### config.mk
export PLATFORM = sky130hd
export DESIGN_NAME = mm3_mul
export DESIGN_NICKNAME = d
export VERILOG_FILES = /design/src/rtl/core/mm3_pkg.sv /design/src/rtl/core/mm3_mul.sv
export SDC_FILE = /design/constraint.sdc
export NUM_CORES = 2
export LEC_CHECK = 0
export BUFFER_PORTS_ARGS = -buffer_cell sky130_fd_sc_hd__buf_2
export CAP_MARGIN = 5
export CORE_MARGIN = 8
export CORE_UTILIZATION = 46
export CTS_CLUSTER_DIAMETER = 30
export CTS_CLUSTER_SIZE = 16
export DETAILED_ROUTE_END_ITERATION = 16
export PLACE_DENSITY = 0.63
export SLEW_MARGIN = 40
export SYNTH_ARGS = -nofsm -noshare
export SYNTH_HDL_FRONTEND = slang
export SYNTH_SLANG_ARGS = --single-unit
export TNS_END_PERCENT = 20
### constraint.sdc
create_clock -name clk -period 11.45 [get_ports clk]
set_clock_uncertainty 0.05 [all_clocks]
set_input_delay 0.5725 -clock clk [delete_from_list [all_inputs] [get_ports clk]]
set_output_delay 0.5725 -clock clk [all_outputs]
set_load 0.01 [all_outputs]
### src/rtl/core/mm3_pkg.sv
package mm3_pkg;

	// mixing and finalizer constants
	localparam logic [63:0] MUL_A   = 64'h87c3_7b91_1142_53d5;
	localparam logic [63:0] MUL_B   = 64'h4cf5_ad43_2745_937f;
	localparam logic [63:0] ADD_ONE = 64'h0000_0000_52dc_e729;
	localparam logic [63:0] ADD_TWO = 64'h0000_0000_3849_5ab5;
	localparam logic [63:0] FIN_A   = 64'hff51_afd7_ed55_8ccd;
	localparam logic [63:0] FIN_B   = 64'hc4ce_b9fe_1a85_ec53;

	// block geometry
	localparam int unsigned BLOCK_BYTES = 16;
	localparam int unsigned LANE_BYTES  = 8;

	// command queue between front and back
	localparam int unsigned QDEPTH = 4;
	localparam int unsigned QPTR_W = $clog2(QDEPTH);
	localparam int unsigned QCNT_W = $clog2(QDEPTH + 1);

	// one classified block
	typedef struct packed {
		logic [63:0] lo;
		logic [63:0] hi;
		logic [4:0]  nbytes;
		logic        last;
		logic        full_mix;
		logic        mix_one;
		logic        mix_two;
	} mm3_cmd_t;

	typedef struct packed {
		logic        start;
		logic [63:0] a;
		logic [63:0] b;
	} mm3_mul_req_t;

	typedef struct packed {
		logic        done;
		logic [63:0] prod;
	} mm3_mul_rsp_t;

	// byte mask for the low nb bytes of one lane, all ones from eight up
	function automatic logic [63:0] lane_mask(input logic [3:0] nb);
		logic [63:0] m;
		for (int i = 0; i < LANE_BYTES; i++) begin
			m[8*i +: 8] = (nb > 4'(i)) ? 8'hff : 8'h00;
		end
		return m;
	endfunction

	function automatic logic [63:0] rotl64(input logic [63:0] v, input int unsigned n);
		return (v << n) | (v >> (64 - n));
	endfunction

	function automatic logic [63:0] xshift33(input logic [63:0] v);
		return v ^ (v >> 33);
	endfunction

endpackage

### src/rtl/core/mm3_mul.sv
module mm3_mul (
	input  logic                  clk,
	input  logic                  arst_n,
	input  mm3_pkg::mm3_mul_req_t req,
	output mm3_pkg::mm3_mul_rsp_t rsp
);

	logic        busy_q;
	logic [1:0]  cnt_q;
	logic        done_q;
	logic [63:0] a_q;
	logic [63:0] b_q;
	logic [63:0] acc_q;
	logic [31:0] op_a;
	logic [31:0] op_b;
	logic [63:0] part;

	// low 64 bits of a 64x64 product: low x low, then the two cross terms
	always_comb begin
		case (cnt_q)
			2'd0: begin
				op_a = a_q[31:0];
				op_b = b_q[31:0];
			end
			2'd1: begin
				op_a = a_q[31:0];
				op_b = b_q[63:32];
			end
			2'd2: begin
				op_a = a_q[63:32];
				op_b = b_q[31:0];
			end
			default: begin
				op_a = '0;
				op_b = '0;
			end
		endcase
		part = 64'(op_a) * 64'(op_b);
	end

	assign rsp.done = done_q;
	assign rsp.prod = acc_q;

	always_ff @(posedge clk or negedge arst_n) begin
		if (!arst_n) begin
			busy_q <= 1'b0;
			cnt_q  <= '0;
			done_q <= 1'b0;
		end else if (req.start) begin
			busy_q <= 1'b1;
			cnt_q  <= '0;
			done_q <= 1'b0;
		end else if (busy_q) begin
			cnt_q <= cnt_q + 1'b1;
			if (cnt_q == 2'd2) begin
				busy_q <= 1'b0;
				done_q <= 1'b1;
			end
		end else begin
			done_q <= 1'b0;
		end
	end

	always_ff @(posedge clk) begin
		if (req.start) begin
			a_q <= req.a;
			b_q <= req.b;
		end else if (busy_q) begin
			if (cnt_q == 2'd0) begin
				acc_q <= part;
			end else begin
				acc_q[63:32] <= acc_q[63:32] + part[31:0];
			end
		end
	end

	a_no_restart: assert property (@(posedge clk) disable iff (!arst_n)
		req.start |-> !busy_q)
		else $error("multiply started while busy");

	a_done_follows: assert property (@(posedge clk) disable iff (!arst_n)
		(busy_q && !req.start && cnt_q == 2'd2) |=> done_q)
		else $error("multiply did not complete");

endmodule

==> summary.md <==
| Metric | Value |
|---|---|
| Status | finished, final reports clean |
| Worst path most repeated cell | fa_1 |
| Critical path capture point type | flip-flop |
| Via Count | 31,793 |
| Design area | 0.04413 mm² |
| FF-to-FF Start | cnt_q[0]$_DFFE_PN0P_ |
| Routability cong. | 1.016 |
| Number of hold buffers added after cts | 1 |
| Setup Viol. Count Final | 0 |
| Starting density of the core | 46.33% |
| Buffers from clock root to sink, at most | 2 |
| Post-synthesis sequential area ratio | 14.35% |
| Most common cell in the netlist | fa_1 |
| CTS tree | done |
| Fillers | 8,338 |
| DRT iter0 DRCs | 2,912 |
| CP max-delay cell | ha_2 |
| DP Area | 0.04349 mm² |
| Mapped Cells | 4,357 |
| Crit-path max cell delay | 770 ps |
| Antenna violations before repair | 3 |
| Ys async rst share | 2.041% |
| Die Area | 0.09866 mm² |
| Ys Warns | 0 |
| FF-to-FF path depth | 34 |
| Post-route DRC | 0 |
| Total core area | 0.08824 mm² |
| Hold Vio Cnt, Final | 0 |
| Total global routing overflow | 0 |
| Crit path launch type | flip-flop |
| # resized after CTS | 0 |
| Yosys top cell area share | 43.93% |
| # H-tree levels | 4 |
| Syn_nets | 5,684 |
| Die H | 314.1 µm |
| CP Class | reg -> reg |
| Inserted Clock Buffers | 17 |
| Top cells by area, synth | fa_1 44%, edfxtp_1 14%, ha_1 9.2%, inv_1 8.2%, nand2_1 6.4% |
| #FFs+latches synth | 196 |
| End of the worst register-to-register path | acc_q[62]$_DFFE_PP_ |
| Worst EP required | 11,640 ps |
| Global-route wire length before repair | 212,300 µm |
| Hold Path Stages | 1 |
| Clk slew on worst S/H paths | 100 ps |
| Vias/cell | 5.628 |
| Fin. max-slew vios | 0 |
| Final worst path period need | 10,900 ps |
| Post-synth EDFFs | 192 |
| Final net count | 5,795 |
| Worst slew pin tran | 933.0 ps |
| Number of global-route vias before repair | 32,895 |
| Root Driver | clkbuf_16 |
| Maximum fanout along the worst path | 35 |
| Crit share post-route | 95.22% |
| Number of clock sinks | 196 |
| DR WL/cell | 25.01 µm |
| I/O Buffers | 195 |
| Hold wc startpoint | req[24] |
| Count of cell types in the netlist | 81 |
| # rows | 109 |
| Layout cell share with drive strength beyond 1 | 9.752% |
| Drt first pass iters | 6 |
| Post-CTS setup repair buffer count | 0 |
| Worst relative slew slack | 37.35% |
| Reg2Reg Setup Slack | 550 ps |
| Clock latency on the worst-skew pair | 510 ps |
| TNS Setup | 0 ps |
| Crit path DAT | 11,090 ps |
| Mapped Area | 0.04088 mm² |
| Final wirelength | 141,300 µm |
| DP Wirelength | 118,400 µm |
| Number of antenna-violating nets in the routed design | 0 |
| RSZ-0062 raised after global routing | no |
| Hold Crit Class | in -> reg |
| Top Ports | 196 |
| Post-synth top cells | 897 x fa_1, 896 x inv_1, 698 x nand2_1, 491 x nor2_1, 299 x ha_1 |
| Main synth FF type | edfxtp_1 |
| Syn_area_per_cell | 9.382 µm² |
| Area Growth Syn to Fin | 7.949% |
| Die W | 314.1 µm |
| Largest net degree at the start of global routing | 78 |
| WHS Endpoint | b_q[24]$_DFFE_PP_ |
| Maxcap violations | 0 |
| Fmax achieved | 91.72 MHz |
| Post-synth top area cell | fa_1 |
| All-Layer GR Usage | 28.96% |
cell usage in the layout, fill, tap and decap left out, types with 5 or more instances in the layout:
cell,count
xnor2_1,48
nand3_1,19
ha_1,296
inv_1,896
o21a_1,16
or3_1,8
nor2_1,480
buf_2,195
edfxtp_1,192
nor2b_1,9
o211ai_1,5
mux2i_1,8
a22oi_1,58
nor3_1,19
o21ai_1,22
and3_1,7
nand2_1,698
nor2_2,9
and2_1,12
a31oi_1,12
a211oi_1,10
o21bai_1,18
or2_2,33
a22o_1,33
xor2_1,35
a22oi_2,5
o21ai_0,35
nand2b_1,12
fa_1,897
a21oi_1,100
clkbuf_16,17
a21o_1,38
nand4_1,14
buf_4,117
stage by stage:
stage	instances	util, %	worst slack, ps	hold slack (ps)
floorplan	4357	-	1003	226.9
global placement	5608	49.23	754.7	361.7
detailed placement	5610	49.29	697.0	361.2
CTS	5643	49.97	654.0	147.9
global route	5646	50.00	53.71	159.2
finish	5649	50.01	547.0	176.7
per-layer routing:
layer  track usage [%]  part of all wire, %  up-vias  routed length [µm]
li1                  -                    -    13430                   -
met1             39.85                   40    16323               56790
met2             43.88                   44     1718               61980
met3             6.792                   11      320               15100
met4             12.32                  5.2        2                7309
met5                 0                0.089        -                 126
worst max path at each step:
stage	from	end	slack, ps	depth (start not counted)
after floorplan	cnt_q[0]$_DFFE_PN0P_	acc_q[62]$_DFFE_PP_	1000	46
after global placement	cnt_q[1]$_DFFE_PN0P_	acc_q[62]$_DFFE_PP_	750	35
after detailed placement	cnt_q[0]$_DFFE_PN0P_	acc_q[62]$_DFFE_PP_	700	39
after CTS	cnt_q[0]$_DFFE_PN0P_	acc_q[62]$_DFFE_PP_	650	39
after global routing	cnt_q[0]$_DFFE_PN0P_	acc_q[62]$_DFFE_PP_	50	39
final	cnt_q[0]$_DFFE_PN0P_	acc_q[62]$_DFFE_PP_	550	34
logic make-up after synthesis:
kind of cell / Yosys count / synth area share, %
buffers and inverters: 1126 / 10.37
adders and majority gates: 1196 / 53.08
xor gates and xnor gates: 86 / 1.843
muxes: 11 / 0.2785
DFF: 196 / 14.35
and+or+nand+nor: 1340 / 13.21
AOI/OAI and AO/OA: 402 / 6.871
critical path, delay by kind of cell (launching register included):
kind	cells	cell delay [ps]
adders and majority gates	11	4930
DFF	1	430
and+or+nand+nor	4	690
buffers and inverters	6	810
AOI/OAI and AO/OA	10	2820
xor gates and xnor gates	2	780
muxes	1	90
registers in the layout, indices dropped and copies added (netlist names):
name	count
acc_q	64
cnt_q	2
done_q	1
b_q	64
a_q	64
busy_q	1
area by class of cell:
| type | count | area (µm²) | share of cell area, % |
|---|---|---|---|
| diodes | 3 | 7.507 | 0.01701 |
| clock buffers | 18 | 429.2 | 0.9725 |
| multi-input cells | 3035 | 30880 | 69.98 |
| flip-flops and latches | 196 | 5866 | 13.29 |
| clock inverters | 14 | 155.1 | 0.3516 |
| repair buffers | 321 | 1967 | 4.457 |
| well taps | 1165 | 1458 | 3.303 |
| inverters | 897 | 3367 | 7.630 |
Power is left out: the tool's default activity adds up to more than one toggle a clock period on the data nets, which glitch-free logic cannot reach.
