<file path="src/rtl/core/mm3_pkg.sv">
package mm3_pkg;

	// mixing and finalizer constants
	localparam logic [63:0] MUL_A   = 64'h87c3_7b91_1142_53d5;
	localparam logic [63:0] MUL_B   = 64'h4cf5_ad43_2745_937f;
	localparam logic [63:0] ADD_ONE = 64'h0000_0000_52dc_e729;
	localparam logic [63:0] ADD_TWO = 64'h0000_0000_3849_5ab5;
	localparam logic [63:0] FIN_A   = 64'hff51_afd7_ed55_8ccd;
	localparam logic [63:0] FIN_B   = 64'hc4ce_b9fe_1a85_ec53;

	// block geometry
	localparam int unsigned BLOCK_BYTES = 16;
	localparam int unsigned LANE_BYTES  = 8;

	// command queue between front and back
	localparam int unsigned QDEPTH = 4;
	localparam int unsigned QPTR_W = $clog2(QDEPTH);
	localparam int unsigned QCNT_W = $clog2(QDEPTH + 1);

	// one classified block
	typedef struct packed {
		logic [63:0] lo;
		logic [63:0] hi;
		logic [4:0]  nbytes;
		logic        last;
		logic        full_mix;
		logic        mix_one;
		logic        mix_two;
	} mm3_cmd_t;

	typedef struct packed {
		logic        start;
		logic [63:0] a;
		logic [63:0] b;
	} mm3_mul_req_t;

	typedef struct packed {
		logic        done;
		logic [63:0] prod;
	} mm3_mul_rsp_t;

	// byte mask for the low nb bytes of one lane, all ones from eight up
	function automatic logic [63:0] lane_mask(input logic [3:0] nb);
		logic [63:0] m;
		for (int i = 0; i < LANE_BYTES; i++) begin
			m[8*i +: 8] = (nb > 4'(i)) ? 8'hff : 8'h00;
		end
		return m;
	endfunction

	function automatic logic [63:0] rotl64(input logic [63:0] v, input int unsigned n);
		return (v << n) | (v >> (64 - n));
	endfunction

	function automatic logic [63:0] xshift33(input logic [63:0] v);
		return v ^ (v >> 33);
	endfunction

endpackage

</file>
<file path="src/rtl/core/mm3_front.sv">
module mm3_front (
	input  logic                clk,
	input  logic                arst_n,
	input  logic                push,
	output logic                full,
	input  logic [63:0]         block_low,
	input  logic [63:0]         block_high,
	input  logic [4:0]          byte_count,
	input  logic                last,
	output logic                cmd_avail,
	output mm3_pkg::mm3_cmd_t   cmd_out,
	input  logic                cmd_pop
);

	mm3_pkg::mm3_cmd_t                 q_mem [mm3_pkg::QDEPTH];
	logic [mm3_pkg::QPTR_W-1:0]        wr_ptr_q;
	logic [mm3_pkg::QPTR_W-1:0]        rd_ptr_q;
	logic [mm3_pkg::QCNT_W-1:0]        cnt_q;
	mm3_pkg::mm3_cmd_t                 cmd_new;
	logic [4:0]                        n_sat;
	logic [3:0]                        hi_n;
	logic                              push_ok;
	logic                              pop_ok;

	assign full      = (cnt_q == mm3_pkg::QCNT_W'(mm3_pkg::QDEPTH));
	assign cmd_avail = (cnt_q != '0);
	assign push_ok   = push && !full;
	assign pop_ok    = cmd_pop && cmd_avail;
	assign cmd_out   = q_mem[rd_ptr_q];

	// classify: saturate count, pick full mix or tail, mask unused bytes
	always_comb begin
		n_sat = (byte_count > 5'(mm3_pkg::BLOCK_BYTES)) ? 5'(mm3_pkg::BLOCK_BYTES) : byte_count;
		hi_n  = (n_sat > 5'(mm3_pkg::LANE_BYTES)) ? 4'(n_sat - 5'(mm3_pkg::LANE_BYTES)) : 4'd0;
		cmd_new.last     = last;
		cmd_new.full_mix = !last || (n_sat == 5'(mm3_pkg::BLOCK_BYTES));
		cmd_new.nbytes   = cmd_new.full_mix ? 5'(mm3_pkg::BLOCK_BYTES) : n_sat;
		cmd_new.mix_one  = !cmd_new.full_mix && (n_sat != 5'd0);
		cmd_new.mix_two  = !cmd_new.full_mix && (n_sat > 5'(mm3_pkg::LANE_BYTES));
		cmd_new.lo = cmd_new.full_mix ? block_low
			: (block_low & mm3_pkg::lane_mask(n_sat[3:0]));
		cmd_new.hi = cmd_new.full_mix ? block_high
			: (block_high & mm3_pkg::lane_mask(hi_n));
	end

	always_ff @(posedge clk or negedge arst_n) begin
		if (!arst_n) begin
			wr_ptr_q <= '0;
			rd_ptr_q <= '0;
			cnt_q    <= '0;
		end else begin
			if (push_ok) begin
				wr_ptr_q <= wr_ptr_q + 1'b1;
			end
			if (pop_ok) begin
				rd_ptr_q <= rd_ptr_q + 1'b1;
			end
			if (push_ok && !pop_ok) begin
				cnt_q <= cnt_q + 1'b1;
			end else if (!push_ok && pop_ok) begin
				cnt_q <= cnt_q - 1'b1;
			end
		end
	end

	always_ff @(posedge clk) begin
		if (push_ok) begin
			q_mem[wr_ptr_q] <= cmd_new;
		end
	end

	a_cnt_bound: assert property (@(posedge clk) disable iff (!arst_n)
		cnt_q <= mm3_pkg::QCNT_W'(mm3_pkg::QDEPTH))
		else $error("command queue count past depth");

	a_push_fills: assert property (@(posedge clk) disable iff (!arst_n)
		push_ok |=> cmd_avail)
		else $error("accepted item not visible in command queue");

endmodule

</file>
<file path="config.mk">
export PLATFORM = sky130hd
export DESIGN_NAME = mm3_front
export DESIGN_NICKNAME = d
export VERILOG_FILES = /design/src/rtl/core/mm3_pkg.sv /design/src/rtl/core/mm3_front.sv
export SDC_FILE = /design/constraint.sdc
export NUM_CORES = 1
export LEC_CHECK = 0
export BUFFER_PORTS_ARGS = -buffer_cell sky130_fd_sc_hd__buf_2
export CORE_MARGIN = 8
export CORE_UTILIZATION = 33
export DETAILED_ROUTE_END_ITERATION = 8
export PLACE_DENSITY = 0.54
export SLEW_MARGIN = 20
export SYNTH_ARGS = -nofsm -noshare
export SYNTH_HDL_FRONTEND = slang
export SYNTH_SLANG_ARGS = --single-unit
export TNS_END_PERCENT = 5
</file>
<file path="constraint.sdc">
create_clock -name clk -period 12.2 [get_ports clk]
set_input_delay 2.44 -clock clk [delete_from_list [all_inputs] [get_ports clk]]
set_output_delay 2.44 -clock clk [all_outputs]
set_load 0.05 [all_outputs]
</file>
==> flow_summary_export.csv, run 1 <==
group,metric,value,unit
outcome,status,"finished clean",
global_routing,grt_antenna_before_repair,5,
power,p_switching,2730,uW
floorplan,die-height,270,um
worst_setup_path,crit_path_start_kind,"flip-flop",
clocking,cts_tree,"built",
min_path,min-delay-start,"cnt_q[2]",
drt,drt_iter0_drc,670,
worst_setup_path,crit_type,"reg -> out",
timing,setup_tns,0,ns
synth,yosys_warnings,0,
floorplan,initial_utilization,33.2,%
global_routing,grt-ovfl-total,0,
synth,seq_area_frac_synth,78.3,%
power,p_int,4300,uW
worst_setup_path,crit_start,"rd_ptr_q[0]",
synth,synth_cell_type_count,29,
timing,holdWs,0.478,ns
timing,skew,0.0128,ns
clocking,cts-htree-levels,2,
floorplan,coreArea,64000,um^2
clocking,clock-sinks,555,
worst_setup_path,crit_path_top_delay_cell,"dfrtp_4",
placed_design,place_congestion,0.713,
timing,max_slew.worst_pin.slew,1.00,ns
timing,fin_crit,6.49,ns
power,p_leak,0.00862,uW
worst_setup_path,end_kind,"primary output",
drt,vias,9987,
drt,dr.pass1.iters,4,
timing,hold_viol,0,
drt,wl_per_cell,22.3,um
timing,timing.fmax,0.154,GHz
global_routing,grt_pass1_wl,71.6,mm
layout,drive_gt1_share,41.0,%
timing,rsz0062_at_grt,"false",
drt,antenna_left,0,
drt,via_per_inst,4.67,
floorplan,io_pins,277,
clocking,cts_hold_buf,0,
placed_design,pre_cts_slack,6.11,ns
worst_setup_path,cp.buffers_inverters,3,
timing,max_slew_margin,33.2,%
clocking,cts_buffer_depth,3,
synth,syn_area_per_cell,23.1,um^2
clocking,postCtsSetupRepairBufs,0,
global_routing,grt_max_degree,62,
drt,drc,0,
clocking,clkLatencyLatePin,0.59,ns
timing,drv_slew,0,
worst_setup_path,cp_cell_sequence,"buf_4 -> buf_4 -> mux4_2 -> buf_2",
synth,ys_seq_elements,555,
power,max-vdd-ir-drop,0.154,mV
worst_setup_path,arrival,4.05,ns
floorplan,rows,93,
layout,syn2layout_area_growth,19.7,%
synth,netlist_area,21200,um^2
layout,mostFrequentLayoutCells,"edfxtp_1, buf_2, mux4_2, and2_1, clkbuf_16",
worst_setup_path,rr_worst_depth,4,
clocking,clkTransAtPathRegs,0.06,ns
layout,final_common_cell,"edfxtp_1",
clocking,numCtsBuffers,58,
worst_setup_path,path_depth,4,
synth,syn_inst,921,
placed_design,portBuffers,276,
worst_setup_path,required,9.76,ns
min_path,hold_class,"reg -> reg",
power,sw_frac_of_total,38.8,%
floorplan,die-area,72800,um^2
clocking,clock-root-buffer,"clkbuf_16",
worst_setup_path,crit_family,"buffers and inverters",
power,clkPwrFrac,24.3,%
drt,wl,47.6,mm
timing,setup_viol_count_final,0,
timing,setup_ws,5.71,ns
clocking,post_cts_resized,0,
layout,nets,1378,
worst_setup_path,slowest_delay,0.86,ns
worst_setup_path,timing.rr.start,"cnt_q[2]",
worst_setup_path,cp_max_fo,44,
timing,min_period_over_period,53.2,%
min_path,min_path_cells,1,
placed_design,hpwl,29.8,mm
power,seqPwrFrac,37.8,%
floorplan,die_x,270,um
worst_setup_path,cp_common_cell,"buf_4",
global_routing,grt_use_total,12.9,%
job,maxCapViolCount,0,
synth,syn_nets,1065,
power,power.density,277,nW/um^2
global_routing,grt_pass1_vias,11200,
power,power_frac_comb,37.9,%
## registers in the layout (all words and copies together), names as in the netlist
register	flops
cnt_q	3
q_mem	548
rd_ptr_q	2
wr_ptr_q	2
## layout make-up
type	count	area, um^2
inverters	5	18.8
repair buffers	291	1490
multi-input cells	323	4330
diodes	4	10.0
fillers	5792	38600
clock inverters	36	302
flip-flops and latches	555	16600
clock buffers	71	1560
well taps	855	1070
## cell usage after synthesis
cell / count / area (um^2)
and2_1: 112 / 701
ha_1: 5 / 62.6
nand2_1: 11 / 41.3
mux2_2: 2 / 22.5
and2b_1: 8 / 60.1
or3_1: 2 / 12.5
nor4b_4: 1 / 23.8
nor2b_1: 18 / 113
and3_1: 1 / 6.26
xnor2_1: 4 / 35.0
fa_1: 1 / 20.0
nor3b_1: 1 / 7.51
a21oi_1: 1 / 5.00
o21ai_1: 2 / 10.0
nand2_4: 2 / 22.5
a21oi_2: 1 / 8.76
o21ai_0: 2 / 10.0
nor3b_2: 1 / 12.5
edfxtp_1: 548 / 16500
buf_2: 21 / 105
a21o_1: 2 / 15.0
nor2_1: 4 / 15.0
xor2_1: 2 / 17.5
nand3_1: 3 / 15.0
buf_6: 14 / 158
inv_1: 5 / 18.8
clkbuf_1: 3 / 11.3
mux4_2: 137 / 3090
dfrtp_1: 7 / 175
## worst register-to-register path, stage by stage, from the launching register on
cell	delay (ns)
dfrtp_1	0.39
nor3b_1	0.16
nor2b_1	0.49
and2_4	0.67
buf_4	0.76
## power groups by stage
stage          registers (uW)  logic, uW  clock network, uW
2_1_floorplan            2670       2140                  0
3_3_place_gp             2700       2740                  0
4_1_cts                  2670       2740               1770
6_report                 2660       2670               1710
5_1_grt                  2700       2820               1840
3_5_place_dp             2710       2740                  0
## layer usage
| metal | track usage [%] | vias to the layer above | routed length, um |
|---|---|---|---|
| li1 | - | 4420 | - |
| met4 | 3.19 | 2 | 964 |
| met5 | 0 | - | 13 |
| met3 | 3.84 | 71 | 3210 |
| met1 | 16.0 | 5217 | 19800 |
| met2 | 22.0 | 277 | 23700 |
## worst paths after layout
kind                           endpoint  slack [ns]
setup / recovery             cmd_out[5]        5.71
hold reg to reg                cnt_q[2]        0.48
hold / removal                 cnt_q[2]        0.48
setup reg to reg           q_mem[1][49]        9.27
min in group asynchronous   rd_ptr_q[0]        1.71
max in group asynchronous   rd_ptr_q[1]       10.28
## cell families (layout without fill, tap and decap cells)
logic type	after synthesis	in the layout	share of synthesized area [%]
muxes	139	139	14.6
AOI/OAI and AO/OA	8	8	0.230
xor gates and xnor gates	6	6	0.247
and+or+nand+nor	164	164	4.85
buffers and inverters	43	403	1.38
adders and majority gates	6	6	0.389
other	0	4	0
DFF	555	555	78.3
## per-stage QoR
step | area (um^2) | power (uW) | std cells | util [%]
after floorplan | 21200 | 4810 | 921 | -
after global placement | 23600 | 5440 | 2029 | 36.8
after detailed placement | 23600 | 5450 | 2029 | 36.8
after CTS | 25400 | 7180 | 2136 | 39.7
after global routing | 25400 | 7360 | 2136 | 39.7
final | 25400 | 7040 | 2140 | 39.7
(Power assumes the default switching activity.)
==> run 2: changes to the inputs <==
--- a/config.mk
+++ b/config.mk
@@ -9,7 +9,7 @@
 export CORE_MARGIN = 8
 export CORE_UTILIZATION = 33
 export DETAILED_ROUTE_END_ITERATION = 8
-export PLACE_DENSITY = 0.54
+export PLACE_DENSITY = 0.56
 export SLEW_MARGIN = 20
 export SYNTH_ARGS = -nofsm -noshare
 export SYNTH_HDL_FRONTEND = slang
==> constraint.sdc (replaced) <==
create_clock -name clk -period 5.66 [get_ports clk]
set_input_delay 1.132 -clock clk [delete_from_list [all_inputs] [get_ports clk]]
set_output_delay 1.132 -clock clk [all_outputs]
set_load 0.05 [all_outputs]
==> flow_summary_export.csv, run 2 (same netlist as run 1, synthesis figures left out) <==
group,metric,value,unit
layout,drive_gt1_share,41.6,%
clocking,clock-root-buffer,"clkbuf_16",
placed_design,hpwl,28.9,mm
clocking,clkLatencyLatePin,0.60,ns
timing,min_period_over_period,70.2,%
timing,setup_tns,0,ns
global_routing,grt_antenna_before_repair,12,
worst_setup_path,end_kind,"primary output",
worst_setup_path,rr_worst_depth,4,
layout,nFillCells,5811,
clocking,cts_tree,"built",
power,finalPower,15600,uW
drt,via_per_inst,4.65,
worst_setup_path,crit_path_start_kind,"flip-flop",
power,max-vdd-ir-drop,0.351,mV
layout,reg_top3,"q_mem x548, cnt_q x3",
outcome,status,"finished clean",
job,maxCapViolCount,0,
clocking,cts-htree-levels,2,
floorplan,initial_utilization,33.2,%
floorplan,die-area,72800,um^2
layout,syn2layout_area_growth,21.0,%
clocking,postCtsSetupRepairBufs,0,
floorplan,die-height,270,um
layout,nets,1377,
drt,antenna_left,0,
placed_design,portBuffers,276,
worst_setup_path,crit_type,"reg -> out",
global_routing,grt_max_degree,118,
worst_setup_path,timing.rr.start,"cnt_q[2]",
worst_setup_path,reg2reg_slack,3.05,ns
global_routing,grt_pass1_wl,71.0,mm
layout,largest_reg_flops,548,
placed_design,place_congestion,0.706,
drt,wl,47.3,mm
drt,drc,0,
layout,largest-register,"q_mem",
clocking,clock-sinks,555,
layout,mostFrequentLayoutCells,"edfxtp_1, buf_2, mux4_2, and2_1, clkbuf_16",
worst_setup_path,cp_max_fo,48,
worst_setup_path,crit_start,"rd_ptr_q[0]",
timing,fin_crit,3.98,ns
timing,setup_viol_count_final,0,
layout,final_common_cell,"edfxtp_1",
drt,vias,9939,
power,power.density,606,nW/um^2
floorplan,coreArea,64000,um^2
worst_setup_path,reg2reg_to,"q_mem[2][52]",
clocking,cts_buffer_depth,3,
worst_setup_path,endpoint,"cmd_out[58]",
timing,timing.fmax,0.252,GHz
timing,skew,0.0165,ns
global_routing,grt_pass1_vias,10900,
timing,hold_viol,0,
global_routing,grt-ovfl-total,0,
clocking,clkTransAtPathRegs,0.06,ns
worst_setup_path,required,4.53,ns
timing,max_slew_margin,34.0,%
min_path,hold_class,"in -> async",
global_routing,grt_use_total,12.8,%
floorplan,io_pins,277,
drt,dr.pass1.iters,4,
drt,wl_per_cell,22.1,um
timing,rsz0062_at_grt,"false",
timing,max_slew.worst_pin.slew,0.986,ns
worst_setup_path,arrival,2.84,ns
power,p_leak,0.00873,uW
floorplan,die_x,270,um
clocking,cts_hold_buf,0,
timing,drv_slew,0,
clocking,numCtsBuffers,59,
clocking,post_cts_resized,0,
drt,drt_iter0_drc,563,
floorplan,rows,93,
## run 2: cell types whose count changed in the layout (fill, tap and decap cells not counted), sizes merged
cell      delta
diode        -1
clkinvlp     +1
bufinv       +6
clkinv       -6
buf          -2
## run 2: worst max-delay path, stage by stage (launching register included)
cell	delay (ns)
dfrtp_4	0.92
buf_12	0.44
mux4_2	0.60
buf_2	0.23
## run 2: report_power, final
group          leakage, uW  internal, uW  switching [uW]  total, uW
clock              0.00101          2500            1540       4040
sequential         0.00513          5460             274       5730
combinational      0.00259          1670            4130       5810
## run 2: layout make-up
type / count / area [um^2] / share of cell area [%]
Antenna cell: 3 / 7.51 / 0.0292
Clock buffer: 71 / 1590 / 6.20
Clock inverter: 37 / 478 / 1.86
Inverter: 5 / 18.8 / 0.0730
Multi-Input combinational cell: 323 / 4330 / 16.9
Sequential cell: 555 / 16600 / 64.7
Tap cell: 855 / 1070 / 4.16
Timing Repair Buffer: 289 / 1570 / 6.09
## run 2: worst min-delay path by stage
| stage | from | to |
|---|---|---|
| floorplan | cnt_q[2] | cnt_q[2] |
| global placement | cnt_q[2] | cnt_q[2] |
| detailed placement | cnt_q[2] | cnt_q[2] |
| CTS | arst_n | cnt_q[2] |
| global route | arst_n | cnt_q[2] |
| finish | arst_n | cnt_q[2] |
## run 2: stage by stage
stage | utilization (%) | worst slack (ns) | hold slack, ns | cell area [um^2] | cells
after floorplan | - | 0.586 | 0.447 | 21200 | 921
after global placement | 36.9 | 2.06 | 0.464 | 23600 | 2027
final | 40.2 | 1.68 | 0.371 | 25700 | 2138
after CTS | 40.2 | 1.53 | 0.333 | 25700 | 2135
after global routing | 40.2 | 1.45 | 0.350 | 25700 | 2136
after detailed placement | 36.9 | 1.91 | 0.470 | 23600 | 2027
## run 2: layer usage
layer  up-vias  GRT usage, %  wire length [um]  share of wire [%]
met5         -             0                61               0.13
met4        10          3.29               835                1.8
met3        74          4.66              3500                7.4
met2       246          21.2             23300                 49
met1      5181          15.9             19600                 41
li1       4428             -                 -                  -
